`src/hdl/exp_th_pkg.sv`:
```
package exp_th_pkg;

  // Series and lane geometry
  localparam int MAX_TERMS = 64;
  localparam int LANES     = 4;
  localparam int TERM_W    = 7;
  localparam int K_IDX_W   = $clog2(MAX_TERMS);

  // Field widths
  localparam int X_W   = 21;
  localparam int XM_W  = 21;   // |x| reaches 2^20
  localparam int OUT_W = 48;

  // Datapath widths
  localparam int R_W     = 64;   // signed Q.32 accumulator
  localparam int RECIP_W = 33;   // 1/k in Q.32, k=1 needs bit 32
  localparam int P_W     = 37;   // |x|/k in Q.32
  localparam int MUL_W   = 32;
  localparam int ACC_W   = 96;

  localparam logic [R_W-1:0] Q32_ONE = 64'h0000_0001_0000_0000;
  localparam logic [R_W-1:0] RND_HALF = 64'd128;

  localparam logic [TERM_W-1:0] TERM_MIN   = 7'd2;
  localparam logic [TERM_W-1:0] TERM_MAX   = TERM_W'(MAX_TERMS);
  localparam logic [TERM_W-1:0] TERM_RESET = TERM_W'(MAX_TERMS);

  // Entry i holds round(2^32 / (i+1))
  localparam logic [RECIP_W-1:0] RECIP_ROM [MAX_TERMS] = '{
    RECIP_W'((Q32_ONE + 64'd0) / 64'd1),
    RECIP_W'((Q32_ONE + 64'd1) / 64'd2),
    RECIP_W'((Q32_ONE + 64'd1) / 64'd3),
    RECIP_W'((Q32_ONE + 64'd2) / 64'd4),
    RECIP_W'((Q32_ONE + 64'd2) / 64'd5),
    RECIP_W'((Q32_ONE + 64'd3) / 64'd6),
    RECIP_W'((Q32_ONE + 64'd3) / 64'd7),
    RECIP_W'((Q32_ONE + 64'd4) / 64'd8),
    RECIP_W'((Q32_ONE + 64'd4) / 64'd9),
    RECIP_W'((Q32_ONE + 64'd5) / 64'd10),
    RECIP_W'((Q32_ONE + 64'd5) / 64'd11),
    RECIP_W'((Q32_ONE + 64'd6) / 64'd12),
    RECIP_W'((Q32_ONE + 64'd6) / 64'd13),
    RECIP_W'((Q32_ONE + 64'd7) / 64'd14),
    RECIP_W'((Q32_ONE + 64'd7) / 64'd15),
    RECIP_W'((Q32_ONE + 64'd8) / 64'd16),
    RECIP_W'((Q32_ONE + 64'd8) / 64'd17),
    RECIP_W'((Q32_ONE + 64'd9) / 64'd18),
    RECIP_W'((Q32_ONE + 64'd9) / 64'd19),
    RECIP_W'((Q32_ONE + 64'd10) / 64'd20),
    RECIP_W'((Q32_ONE + 64'd10) / 64'd21),
    RECIP_W'((Q32_ONE + 64'd11) / 64'd22),
    RECIP_W'((Q32_ONE + 64'd11) / 64'd23),
    RECIP_W'((Q32_ONE + 64'd12) / 64'd24),
    RECIP_W'((Q32_ONE + 64'd12) / 64'd25),
    RECIP_W'((Q32_ONE + 64'd13) / 64'd26),
    RECIP_W'((Q32_ONE + 64'd13) / 64'd27),
    RECIP_W'((Q32_ONE + 64'd14) / 64'd28),
    RECIP_W'((Q32_ONE + 64'd14) / 64'd29),
    RECIP_W'((Q32_ONE + 64'd15) / 64'd30),
    RECIP_W'((Q32_ONE + 64'd15) / 64'd31),
    RECIP_W'((Q32_ONE + 64'd16) / 64'd32),
    RECIP_W'((Q32_ONE + 64'd16) / 64'd33),
    RECIP_W'((Q32_ONE + 64'd17) / 64'd34),
    RECIP_W'((Q32_ONE + 64'd17) / 64'd35),
    RECIP_W'((Q32_ONE + 64'd18) / 64'd36),
    RECIP_W'((Q32_ONE + 64'd18) / 64'd37),
    RECIP_W'((Q32_ONE + 64'd19) / 64'd38),
    RECIP_W'((Q32_ONE + 64'd19) / 64'd39),
    RECIP_W'((Q32_ONE + 64'd20) / 64'd40),
    RECIP_W'((Q32_ONE + 64'd20) / 64'd41),
    RECIP_W'((Q32_ONE + 64'd21) / 64'd42),
    RECIP_W'((Q32_ONE + 64'd21) / 64'd43),
    RECIP_W'((Q32_ONE + 64'd22) / 64'd44),
    RECIP_W'((Q32_ONE + 64'd22) / 64'd45),
    RECIP_W'((Q32_ONE + 64'd23) / 64'd46),
    RECIP_W'((Q32_ONE + 64'd23) / 64'd47),
    RECIP_W'((Q32_ONE + 64'd24) / 64'd48),
    RECIP_W'((Q32_ONE + 64'd24) / 64'd49),
    RECIP_W'((Q32_ONE + 64'd25) / 64'd50),
    RECIP_W'((Q32_ONE + 64'd25) / 64'd51),
    RECIP_W'((Q32_ONE + 64'd26) / 64'd52),
    RECIP_W'((Q32_ONE + 64'd26) / 64'd53),
    RECIP_W'((Q32_ONE + 64'd27) / 64'd54),
    RECIP_W'((Q32_ONE + 64'd27) / 64'd55),
    RECIP_W'((Q32_ONE + 64'd28) / 64'd56),
    RECIP_W'((Q32_ONE + 64'd28) / 64'd57),
    RECIP_W'((Q32_ONE + 64'd29) / 64'd58),
    RECIP_W'((Q32_ONE + 64'd29) / 64'd59),
    RECIP_W'((Q32_ONE + 64'd30) / 64'd60),
    RECIP_W'((Q32_ONE + 64'd30) / 64'd61),
    RECIP_W'((Q32_ONE + 64'd31) / 64'd62),
    RECIP_W'((Q32_ONE + 64'd31) / 64'd63),
    RECIP_W'((Q32_ONE + 64'd32) / 64'd64)
  };

  // Steps of one Horner term
  typedef enum logic [2:0] {
    PH_RECIP,   // |x| * 1/k
    PH_PREP,    // latch |x|/k, |r| and sign of r
    PH_MUL0,    // rl * pl
    PH_MUL1,    // rh * pl
    PH_MUL2,    // rl * ph
    PH_MUL3,    // rh * ph
    PH_ACC,     // last partial product
    PH_UPDATE   // r = 1 +/- |r||p| >> 32
  } phase_e;

  typedef enum logic [1:0] {
    ST_IDLE,
    ST_RUN,
    ST_DONE
  } seq_state_e;

  typedef struct packed {
    logic                 load;
    logic                 step;
    phase_e               phase;
    logic [RECIP_W-1:0]   recip;
  } lane_ctrl_t;

endpackage

```
`src/hdl/exp_th_seq.sv`:
```
module exp_th_seq (
  input  logic                                 clk_i,
  input  logic                                 rst_ni,
  input  logic [exp_th_pkg::TERM_W-1:0]        term_count_i,
  input  logic                                 in_valid_i,
  output logic                                 in_ready_o,
  input  logic                                 out_free_i,
  output logic                                 finish_o,
  output exp_th_pkg::lane_ctrl_t               ctrl_o
);

  exp_th_pkg::seq_state_e            state_q, state_d;
  exp_th_pkg::phase_e                phase_q, phase_d;
  logic [exp_th_pkg::TERM_W-1:0]     k_q, k_d;
  logic [exp_th_pkg::TERM_W-1:0]     n_clamped;

  assign n_clamped = (term_count_i < exp_th_pkg::TERM_MIN) ? exp_th_pkg::TERM_MIN :
                     (term_count_i > exp_th_pkg::TERM_MAX) ? exp_th_pkg::TERM_MAX :
                     term_count_i;

  // next state
  always_comb begin
    state_d = state_q;
    phase_d = phase_q;
    k_d     = k_q;
    unique case (state_q)
      exp_th_pkg::ST_IDLE: begin
        if (in_valid_i) begin
          state_d = exp_th_pkg::ST_RUN;
          phase_d = exp_th_pkg::PH_RECIP;
          k_d     = n_clamped;
        end
      end
      exp_th_pkg::ST_RUN: begin
        unique case (phase_q)
          exp_th_pkg::PH_RECIP: phase_d = exp_th_pkg::PH_PREP;
          exp_th_pkg::PH_PREP:  phase_d = exp_th_pkg::PH_MUL0;
          exp_th_pkg::PH_MUL0:  phase_d = exp_th_pkg::PH_MUL1;
          exp_th_pkg::PH_MUL1:  phase_d = exp_th_pkg::PH_MUL2;
          exp_th_pkg::PH_MUL2:  phase_d = exp_th_pkg::PH_MUL3;
          exp_th_pkg::PH_MUL3:  phase_d = exp_th_pkg::PH_ACC;
          exp_th_pkg::PH_ACC:   phase_d = exp_th_pkg::PH_UPDATE;
          exp_th_pkg::PH_UPDATE: begin
            phase_d = exp_th_pkg::PH_RECIP;
            if (k_q == exp_th_pkg::TERM_W'(1)) begin
              state_d = exp_th_pkg::ST_DONE;
            end else begin
              k_d = k_q - exp_th_pkg::TERM_W'(1);
            end
          end
          default: phase_d = exp_th_pkg::PH_RECIP;
        endcase
      end
      exp_th_pkg::ST_DONE: begin
        if (out_free_i) begin
          state_d = exp_th_pkg::ST_IDLE;
        end
      end
      default: state_d = exp_th_pkg::ST_IDLE;
    endcase
  end

  // outputs
  always_comb begin
    in_ready_o    = 1'b0;
    finish_o      = 1'b0;
    ctrl_o.load   = 1'b0;
    ctrl_o.step   = 1'b0;
    ctrl_o.phase  = phase_q;
    ctrl_o.recip  = exp_th_pkg::RECIP_ROM[exp_th_pkg::K_IDX_W'(k_q - exp_th_pkg::TERM_W'(1))];
    unique case (state_q)
      exp_th_pkg::ST_IDLE: begin
        in_ready_o  = 1'b1;
        ctrl_o.load = in_valid_i;
      end
      exp_th_pkg::ST_RUN: begin
        ctrl_o.step = 1'b1;
      end
      exp_th_pkg::ST_DONE: begin
        finish_o = out_free_i;
      end
      default: begin
      end
    endcase
  end

  always_ff @(posedge clk_i or negedge rst_ni) begin
    if (!rst_ni) begin
      state_q <= exp_th_pkg::ST_IDLE;
      phase_q <= exp_th_pkg::PH_RECIP;
      k_q     <= exp_th_pkg::TERM_RESET;
    end else begin
      state_q <= state_d;
      phase_q <= phase_d;
      k_q     <= k_d;
    end
  end

endmodule

```
`config.mk`:
```
export PLATFORM = sky130hd
export DESIGN_NAME = exp_th_seq
export DESIGN_NICKNAME = d
export VERILOG_FILES = /design/src/hdl/exp_th_pkg.sv /design/src/hdl/exp_th_seq.sv
export SDC_FILE = /design/constraint.sdc
export NUM_CORES = 1
export LEC_CHECK = 0
export BUFFER_PORTS_ARGS = -buffer_cell sky130_fd_sc_hd__buf_2
export CAP_MARGIN = 30
export CORE_UTILIZATION = 50
export CTS_CLUSTER_SIZE = 28
export DETAILED_ROUTE_END_ITERATION = 7
export GPL_ROUTABILITY_DRIVEN = 0
export PLACE_DENSITY = 0.71
export SKIP_LAST_GASP = 1
export SLEW_MARGIN = 20
export SYNTH_ARGS = -nofsm -noshare
export SYNTH_HDL_FRONTEND = slang
export SYNTH_SLANG_ARGS = --single-unit
```
`constraint.sdc`:
```
create_clock -name clk_i -period 4.3 [get_ports clk_i]
set_input_delay 0.215 -clock clk_i [delete_from_list [all_inputs] [get_ports clk_i]]
set_output_delay 0.215 -clock clk_i [all_outputs]
set_load 0.01 [all_outputs]
```
---- Yosys cells after proc, flatten, opt, wreduce, memory -nomap -nowiden ----
Memory sizes are Yosys's and may differ from the RTL's.
Index checks and enable logic that the tools add are counted.
storage, ports and cells
  memories kept ........................... 1
  output and inout bits ................... 40
  bits of input ports ..................... 11
  logic and storage cells ................. 50
  bits in registers ....................... 12
  ROM bits ................................ 2112
cells by class
  eq/ne operators ......................... 15
  bitwise operators ....................... 1
  reduce and logical (&&, ||, !) cells .... 6
  $add $sub $neg .......................... 1
  order comparisons ....................... 3
  muxes and demuxes ....................... 20
memory list
  memory            words  width  read ports  clocked after Yosys merged registers in  wr ports  RTL line          RTL
  (name not given)  64     33     1           0                                        0         exp_th_seq.sv:70  ctrl_o.recip = exp_th_pkg::RECIP_ROM[exp_th_pkg::K_IDX_W'(k_q - exp_th_pkg::TERM_W'(1))];
operator list
  cell                 number
  $mux 33              2
  $mux 7               5
  $pmux 3 s8           1
  $pmux 7 s2           1
  $eq 3x3->1 const B   4
  $mux 2               4
  $ne 2x2->1 const B   4
  $reduce_and 4->1     2
  $eq 7x1->1 const B   1
  $ge 7x7->1 const B   1
  $gt 7x7->1 const B   1
  $lt 7x2->1 const B   1
  $not 6->7            1
  $sub 7x1->7 const B  1
  $eq 3x2->1 const B   2
  $pmux 2 s3           1
  $pmux 3 s2           1
  $mux 1               4
  $eq 3x1->1 const B   1
  $logic_not 3->1      1
  $mux 3               1
  $eq 2x1->1 const B   1
  $eq 2x2->1 const B   1
  $logic_not 2->1      1
  other kinds (3)      3

---- Depth between registers and ports, before layout ----
Gate-level depths: netlist of the first run.
  word-level depth ........................ 5
  gate-level depth with buffers ........... 17
  depth with buffers taken out ............ 10

---- Worst setup path after synthesis of the first run ----
Ideal clock, no wire load.
  path type ............................... register to output
  from .................................... register k_q[0] (netlist bit)
  to ...................................... output ctrl_o[0] (netlist bit)
  data required time ...................... 4085 ps
  setup slack ............................. -168 ps
  data arrival time ....................... 4253 ps
  stages on the path, launching flop included .. 17
  cells stage by stage .................... dfrtp_1 > buf_2 > buf_2 > inv_1 > clkbuf_1 > ha_1 > clkbuf_1 > clkbuf_1 > inv_1 > ha_1 > clkbuf_1 > clkinv_1 > clkbuf_1 > ha_1 > mux2_2 > o2bb2ai_1 > a211oi_1
RTL lines
  item                    RTL line          RTL
  from (decl)             exp_th_seq.sv:14  logic [exp_th_pkg::TERM_W-1:0] k_q, k_d;
  from (signal assigned)  exp_th_seq.sv:91  k_q <= exp_th_pkg::TERM_RESET;
  from (signal assigned)  exp_th_seq.sv:95  k_q <= k_d;
  to (decl)               exp_th_seq.sv:9   output exp_th_pkg::lane_ctrl_t ctrl_o

==> impl_metrics.tcl, run 1 <==
set metrics [dict create \
    outcome "complete, but fails checks" \
    violations "design-rule violations" \
    cp_max_fo 20 \
    cpMostUsedCell "clkinv_1" \
    grt_pass1_vias 4943 \
    cp.required_ps 4090 \
    grt_max_degree 55 \
    maxSlewViolCount 0 \
    track_usage_pct 39.1 \
    tightest_slew_ps 1010 \
    post-cts-setup-buffers 0 \
    slew_headroom_pct 32.5 \
    finClkSkew_ps 2.81 \
    synth_top_family_by_area "compound AO/OA/AOI/OAI gates" \
    period_share_pct 95.5 \
    synthAdderAreaFrac_pct 4.95 \
    antenna_found_initial 0 \
    drt_pass1_iterations 8 \
    port_buffers 50 \
    crit_type "reg2out" \
    io_pins 51 \
    min_period_ps 4110 \
    syn_area_per_cell_sq_um 6.43 \
    die_h_um 91.3 \
    postCtsHoldBufs 1 \
    synth-edff-count 0 \
    drt-total-wl_mm 16.8 \
    crit_slowest_cell "ha_2" \
    hpwlAfterDp_mm 11.4 \
    final_nets 651 \
    synth_xor_area_share_pct 1.32 \
    final-hold-violation-count 0 \
    syn_inst 621 \
    numCtsBuffers 3 \
    synth_seq_area_share_pct 7.55 \
    clock_latency_ps 250 \
    synth.distinct_cells 82 \
    clk_pin_slew_ps 60 \
    synth_compound_area_share_pct 43.4 \
    clockRootBuffer "clkbuf_8" \
    synth_ff_type "dfrtp_1" \
    cp-start-kind "flop" \
    cts_sinks 12 \
    area_growth_pct 8.65 \
    ys_seq_elements 12 \
    rows 32 \
    core_sq_um 7730 \
    endpoint_kind "primary output" \
    cp_slowest_stage_delay_ps 580 \
    synthArstFlopShare_pct 100 \
    vias 5654 \
    synthMuxAreaShare_pct 3.48 \
    route.detailed.drc 50 \
    clock_path_buffers 2 \
    grt_pass1_wl_mm 26.1 \
    rsz0062_at_grt "false" \
    worst_hold_path_type "in2reg" \
    grt_remaining_overflow 0 \
    wl_per_cell_um 23.2 \
    drt_iter0_drc 1238 \
    drive_above_1_share_pct 16.7 \
    antenna_cells 0 \
    crit_chain "clkinv_1 > ha_1 > inv_1 > ha_2 > clkinv_1 > buf_4 > o311ai_1 > a21boi_1 > mux2_1 > buf_2" \
    die_w_um 91.3 \
    synth_area_sq_um 3990 \
    fin_setup_tns_ps 0 \
    die_area_sq_um 8340 \
    post_cts_resized 0 \
    h-tree-depth 1 \
    cap_violations 0 \
    via_per_inst 7.79 \
    max_clock_freq_mhz 244 \
    tritoncts "done" \
    syn_nets 647 \
    drtAntennaViolNets 0 \
    crit_arrival_ps 3890 \
    setup_violations 0 \
    yosys_warnings 0 \
    initial_core_util_pct 51.7 \
    yosys.area_share.simple_pct 30.2 \
]
==> per-stage QoR <==
step / hold slack [ps] / instance area (sq um) / setup WS, ps / utilization, % / std cells
3_3_place_gp: 102 / 4240 / 717 / 54.9 / 719
6_report: 302 / 4340 / 194 / 56.1 / 726
2_1_floorplan: -80.6 / 3990 / 108 / - / 621
5_1_grt: 336 / 4340 / 116 / 56.1 / 726
4_1_cts: 299 / 4340 / 402 / 56.1 / 726
3_5_place_dp: 105 / 4270 / 675 / 55.3 / 721
==> synth_stat cells (all sizes together), types with 3 or more instances <==
| library cell | instances | area share (%) |
|---|---|---|
| a21oi | 71 | 9.0 |
| o21ai | 62 | 7.8 |
| nand2 | 56 | 5.3 |
| clkbuf | 40 | 3.8 |
| nor2 | 40 | 4.0 |
| buf | 32 | 3.9 |
| nor3 | 28 | 3.8 |
| nand2b | 19 | 3.0 |
| nand3 | 18 | 2.3 |
| a31oi | 16 | 2.5 |
| a211oi | 15 | 2.8 |
| ha | 15 | 4.7 |
| o211ai | 12 | 2.3 |
| dfrtp | 11 | 6.9 |
| o221ai | 11 | 2.4 |
| inv | 10 | 0.94 |
| o311ai | 10 | 2.2 |
| nor4 | 9 | 1.9 |
| o2111ai | 9 | 2.0 |
| o31ai | 9 | 1.8 |
| nor2b | 8 | 1.3 |
| nor3b | 7 | 1.4 |
| or3 | 7 | 1.1 |
| and2 | 6 | 0.94 |
| and3 | 6 | 0.94 |
| mux2i | 6 | 1.5 |
| clkinv | 5 | 0.47 |
| nand4 | 5 | 0.78 |
| o21bai | 4 | 0.75 |
| o2bb2ai | 4 | 0.88 |
| or2 | 4 | 0.63 |
| or3b | 4 | 0.88 |
| a221o | 3 | 0.75 |
| a31o | 3 | 0.66 |
| a32o | 3 | 0.75 |
| mux2 | 3 | 0.85 |
| o21a | 3 | 0.56 |
| o22a | 3 | 0.66 |
| o31a | 3 | 0.66 |
| o32ai | 3 | 0.85 |
| xnor2 | 3 | 0.66 |
| xor2 | 3 | 0.66 |
==> worst paths after layout <==
| kind | startpoint | endpoint | slack (ps) | cells after the start |
|---|---|---|---|---|
| worst max-delay path | k_q[1]$_DFFE_PN0P_ | ctrl_o[5] | 190 | 10 |
| worst min register to register | k_q[6]$_DFFE_PN1P_ | k_q[6]$_DFFE_PN1P_ | 470 | 2 |
| worst max register to register | k_q[2]$_DFFE_PN0P_ | k_q[5]$_DFFE_PN0P_ | 1050 | 6 |
| worst min-delay path | in_valid_i | phase_q[1]$_DFFE_PN0P_ | 300 | 3 |
| max in group asynchronous | rst_ni | k_q[6]$_DFFE_PN1P_ | 3640 | 2 |
| min in group asynchronous | rst_ni | k_q[4]$_DFFE_PN0P_ | 390 | 2 |
==> sequential cells by signal, indices dropped and copies added (netlist names) <==
register  cells
state_q       2
k_q           7
phase_q       3
==> layout by cell type (no fill, tap or decap), types with 10 or more instances in the layout <==
master / n
buf_2: 50
o21ai_0: 52
ha_1: 14
buf_4: 17
nor3_1: 26
nand2_1: 56
nand2b_1: 19
nand3_1: 18
dfrtp_1: 10
nor2_1: 38
a21oi_1: 70
o21ai_1: 10
o211ai_1: 12
inv_1: 10
a31oi_1: 16
o221ai_1: 11
a211oi_1: 15
==> layout make-up <==
cell class,count,area [sq um]
inverter,15,56.3
tap,102,128
sequential,12,303
clock buffer,4,55.1
timing repair buffer,71,439
multi-input combinational,522,3360
fill,750,3390
==> kinds of logic (layout without fill, tap and decap cells) <==
family | Yosys count | count (layout)
compound gates | 263 | 263
fa+ha+maj | 16 | 16
flops | 12 | 12
simple gates | 226 | 226
xor+xnor | 6 | 6
mux | 11 | 11
buf+inv | 87 | 90
==> layer usage <==
| layer | routed length, um | share of wire (%) | GRT usage (%) |
|---|---|---|---|
| met5 | 0 | 0 | 0 |
| met3 | 2570 | 15 | 9.55 |
| met1 | 5930 | 35 | 50.2 |
| met2 | 6930 | 41 | 57.2 |
| met4 | 1400 | 8.3 | 26.6 |
==> worst max-delay path, delay by kind of cell (launching register included) <==
family          cells  cell delay (ps)
buf+inv             5             1320
fa+ha+maj           2             1060
compound gates      2              680
flops               1              380
mux                 1              200
Power of run 1 is not shown: default switching activity piles up to over one toggle a cycle in this logic, so the estimate is an artifact.
==> run 2, diff against run 1 <==
PLACE_DENSITY = 0.68   (was 0.71)
clock period = 4.35 ns   (was 4.3 ns; I/O delays follow)
==> run 2 against run 1 <==
Net effect: the run still ends with design-rule violations left; largest cell class unchanged; global-route usage down 0.31 points; routed wire length about the same; sequential share of layout area about the same; clock skew is essentially flat.
==> impl_metrics.tcl, run 2 (synthesis results as in run 1) <==
set metrics [dict create \
    largestRegisters "k_q: 7 flops, phase_q: 3 flops, state_q: 2 flops" \
    place_ws_ps 932 \
    tightest_slew_ps 1050 \
    setup_violations 0 \
    final_util_pct 56.0 \
    crit_type "reg2out" \
    top_layer_used "met4" \
    final_common_cell "a21oi_1" \
    drt_iter0_drc 1320 \
    die_area_sq_um 8340 \
    vias 5530 \
    period_share_pct 90.7 \
    grt_remaining_overflow 0 \
    clk_pin_slew_ps 50 \
    hpwlAfterDp_mm 11.4 \
    holdPathStages 3 \
    holdCritStartpoint "in_valid_i" \
    nFillCells 770 \
    wl_per_cell_um 23.1 \
    clock_latency_ps 240 \
    rows 32 \
    postCtsHoldBufs 1 \
    largest_register "k_q" \
    io_pins 51 \
    cp-start-kind "flop" \
    crit_arrival_ps 3730 \
    rsz0062_at_grt "false" \
    wl_met1_mm 6.05 \
    post_cts_resized 0 \
    wl_met3_mm 2.54 \
    post-cts-setup-buffers 0 \
    slew_headroom_pct 30.0 \
    tritoncts "done" \
    violations "design-rule violations" \
    drtAntennaViolNets 0 \
    fin_ws_ps 406 \
    drive_above_1_share_pct 16.8 \
    max_clock_freq_mhz 254 \
    die_h_um 91.3 \
    maxSlewViolCount 0 \
    crit_chain "buf_4 > or3_1 > nor4_4 > or2_1 > o311ai_1 > nand3_1 > buf_2" \
    antenna_cells 0 \
    clockRootBuffer "clkbuf_8" \
    cp_slowest_stage_delay_ps 870 \
    grt_pass1_vias 4803 \
    clock_path_buffers 2 \
    track_usage_pct 38.7 \
    die_w_um 91.3 \
    regArea_sq_um 303 \
    initial_core_util_pct 51.7 \
    outcome "complete, but fails checks" \
    crit_slowest_cell "or2_1" \
    worst_hold_path_type "in2reg" \
    cp_max_fo 31 \
    reg2reg_depth 6 \
    min_period_ps 3940 \
    largest_reg_flops 7 \
    final_cell_mix "a21oi_1, nand2_1, o21ai_0" \
    worstReg2RegEnd "k_q[5]$_DFFE_PN0P_" \
    drt-total-wl_mm 16.8 \
    route.detailed.drc 53 \
    whs_endpoint "phase_q[1]$_DFFE_PN0P_" \
    finClkSkew_ps 3.09 \
    multi_input_area_sq_um 3360 \
    final-hold-violation-count 0 \
    area_growth_pct 8.50 \
    rrSetupSlack_ps 1230 \
    h-tree-depth 1 \
    path_delay_family "simple AND/OR/NAND/NOR gates" \
    cts_sinks 12 \
    fin_setup_tns_ps 0 \
    worst-path-buf-inv 2 \
    endpoint_kind "primary output" \
    cap_violations 0 \
    dr_wl_met2_mm 7.00 \
    drt_pass1_iterations 8 \
    numCtsBuffers 3 \
    antenna_found_initial 0 \
    final_nets 651 \
    cp.required_ps 4130 \
    r2r-start "k_q[2]$_DFFE_PN0P_" \
    grt_max_degree 71 \
    core_sq_um 7730 \
    via_per_inst 7.62 \
    port_buffers 50 \
    grt_pass1_wl_mm 25.9 \
    holdWs_ps 327 \
]
==> run 2: worst max-delay path by stage <==
stage	startpoint	endpoint	slack [ps]	depth (start not counted)
floorplan	k_q[0]$_DFFE_PN0P_	ctrl_o[0]	30	16
global placement	k_q[2]$_DFFE_PN0P_	ctrl_o[1]	980	7
detailed placement	k_q[2]$_DFFE_PN0P_	ctrl_o[1]	930	7
CTS	k_q[2]$_DFFE_PN0P_	ctrl_o[1]	660	7
global route	k_q[2]$_DFFE_PN0P_	ctrl_o[7]	430	7
finish	k_q[2]$_DFFE_PN0P_	ctrl_o[22]	410	7
==> run 2: tightest hold or removal path, cell delays in order <==
cell    delay, ps
buf_2          90
and2_1        160
nor2_1         60
==> run 2: cell type report <==
type / instances / share of cell area [%]
multi-input cells: 522 / 77.5
flip-flops and latches: 12 / 6.99
repair buffers: 71 / 10.0
inverters: 15 / 1.30
well taps: 102 / 2.95
clock buffers: 4 / 1.27
==> run 2: through the flow <==
step	cells	instance area, sq um
floorplan	621	3990
global placement	720	4260
detailed placement	720	4260
CTS	725	4330
global route	726	4330
finish	726	4330
==> run 2: layer usage <==
layer,GRT usage [%],vias to the layer above
li1,-,2374
met1,52.1,2438
met2,57.2,569
met3,9.46,149
met4,19.6,0
met5,0,-
Power of run 2 is left out for the same reason.
==> run 3, diff against run 2 <==
ABC_AREA = 1   (was default)
PLACE_DENSITY = 0.69   (was 0.68)
==> run 3 against run 2 <==
Net effect: synthesized cell count grew 10%; first-iteration DRC count shrank 39%; critical path type unchanged; sequential cell count is the same; the flow now finishes without violations.
==> impl_metrics.tcl, run 3 <==
set metrics [dict create \
    outcome "finished clean" \
    holdCritStartpoint "out_free_i" \
    regArea_sq_um 302 \
    crit_type "reg2out" \
    largest_register "k_q" \
    min_period_ps 3710 \
    die_w_um 85.8 \
    finClkSkew_ps 3.69 \
    max_clock_freq_mhz 270 \
    grt_remaining_overflow 0 \
    rrSetupSlack_ps 2200 \
    slew_headroom_pct 33.9 \
    antenna_cells 0 \
    rows 30 \
    maxSlewViolCount 0 \
    cp_max_fo 21 \
    final-hold-violation-count 0 \
    multi_input_area_sq_um 2690 \
    synthArstFlopShare_pct 100 \
    io_pins 51 \
    cap_violations 0 \
    holdPathStages 4 \
    drt-total-wl_mm 12.6 \
    synth.most_common_cell "nand2_1" \
    endpoint_kind "primary output" \
    drt_iter0_drc 804 \
    synth_top_area_share_pct 33.4 \
    ys_top_cells_by_area "nand2_1, nand3_1, dfrtp_1" \
    whs_endpoint "state_q[1]$_DFFE_PN0P_" \
    reg2reg_depth 7 \
    antenna_found_initial 0 \
    track_usage_pct 35.0 \
    drtAntennaViolNets 0 \
    drt_pass1_iterations 8 \
    period_share_pct 85.2 \
    yosys_warnings 0 \
    clk_pin_slew_ps 60 \
    fin_setup_tns_ps 0 \
    syn_nets 709 \
    synth_area_sq_um 3510 \
    yosysTopAreaCell "nand2_1" \
    crit_arrival_ps 3490 \
    synth-edff-count 0 \
    clock_path_buffers 2 \
    h-tree-depth 1 \
    syn_inst 683 \
    post_cts_resized 0 \
    dpl_cell_area_sq_um 3630 \
    final_nets 731 \
    worstReg2RegEnd "k_q[3]$_DFFE_PN0P_" \
    syn_area_per_cell_sq_um 5.13 \
    rsz0062_at_grt "false" \
    final_area_sq_um 3690 \
    tightest_slew_ps 990 \
    largest_reg_flops 7 \
    clockRootBuffer "clkbuf_8" \
    cp.required_ps 4130 \
    grt_pass1_wl_mm 20.6 \
    hpwlAfterDp_mm 8.95 \
    numCtsBuffers 3 \
    port_buffers 50 \
    nFillCells 731 \
    drive_above_1_share_pct 12.4 \
    vias 4827 \
    final_common_cell "nand2_1" \
    synth.distinct_cells 33 \
    ys_seq_elements 12 \
    grt_max_degree 46 \
    grt_pass1_vias 4207 \
    area_growth_pct 5.24 \
    die_area_sq_um 7350 \
    initial_core_util_pct 51.6 \
    fin_ws_ps 642 \
    clock_latency_ps 250 \
    core_sq_um 6790 \
    synth_seq_area_share_pct 8.60 \
    via_per_inst 6.03 \
    die_h_um 85.8 \
    yosys-top-cells-count "nand2_1, nand3_1, inv_1" \
    tritoncts "done" \
    final_cell_mix "nand2_1, nand3_1, buf_2" \
    synth_ff_type "dfrtp_1" \
    worst_hold_path_type "in2reg" \
    largestRegisters "k_q: 7 flops, phase_q: 3 flops, state_q: 2 flops" \
    setup_violations 0 \
    place_ws_ps 1030 \
    cp-start-kind "flop" \
    r2r-start "k_q[3]$_DFFE_PN0P_" \
    route.detailed.drc 0 \
    cts_sinks 12 \
    startpoint "k_q[0]$_DFFE_PN0P_" \
    wl_per_cell_um 15.7 \
]
## run 3: worst max path at each step
stage	end	slack [ps]	cells after the start
5_1_grt	ctrl_o[13]	430	15
4_1_cts	ctrl_o[13]	750	15
3_5_place_dp	ctrl_o[13]	1030	15
6_report	ctrl_o[0]	640	13
2_1_floorplan	ctrl_o[21]	1510	14
3_3_place_gp	ctrl_o[13]	1190	15
## run 3: area by class of cell
cell class | instances | area share (%)
clock buffer | 4 | 1.49
multi-input combinational | 576 | 72.9
inverter | 55 | 5.66
timing repair buffer | 57 | 8.47
tap | 96 | 3.25
sequential | 12 | 8.17
## run 3: stage by stage
step	hold slack (ps)	instances	utilization, %
after floorplan	-78.1	683	-
final	266	800	54.3
after global routing	308	800	54.3
after detailed placement	114	795	53.4
after global placement	107	794	53.1
after CTS	270	800	54.3
## run 3: repair_timing
action,in CTS,in global routing
endpoints found under the hold margin,11,0
buffers inserted,0,0
hold buffers,1,0
setup endpoints to repair,0,0
## run 3: logic make-up (layout without fill, tap and decap cells)
logic type	after synthesis	after routing	share of synthesized area (%)
buf+inv	95	116	14.6
simple gates	535	535	67.5
compound gates	26	26	3.92
fa+ha+maj	15	15	5.35
flops	12	12	8.60
## run 3: routing by layer
metal  GRT usage [%]  wire [um]
met3            3.85       1620
met1            47.4       4890
met4            20.8        753
met2            53.5       5300
met5               0          0
## run 3: critical path, cell delays in order, from the launching register on
cell,delay [ps]
dfrtp_1,380
inv_1,230
ha_1,450
inv_1,160
ha_1,350
buf_4,220
inv_2,270
nand2_1,280
inv_1,190
nand3_1,210
nand3_1,170
nand3_1,80
nand2_1,110
buf_2,130
Power of run 3 is left out for the same reason.
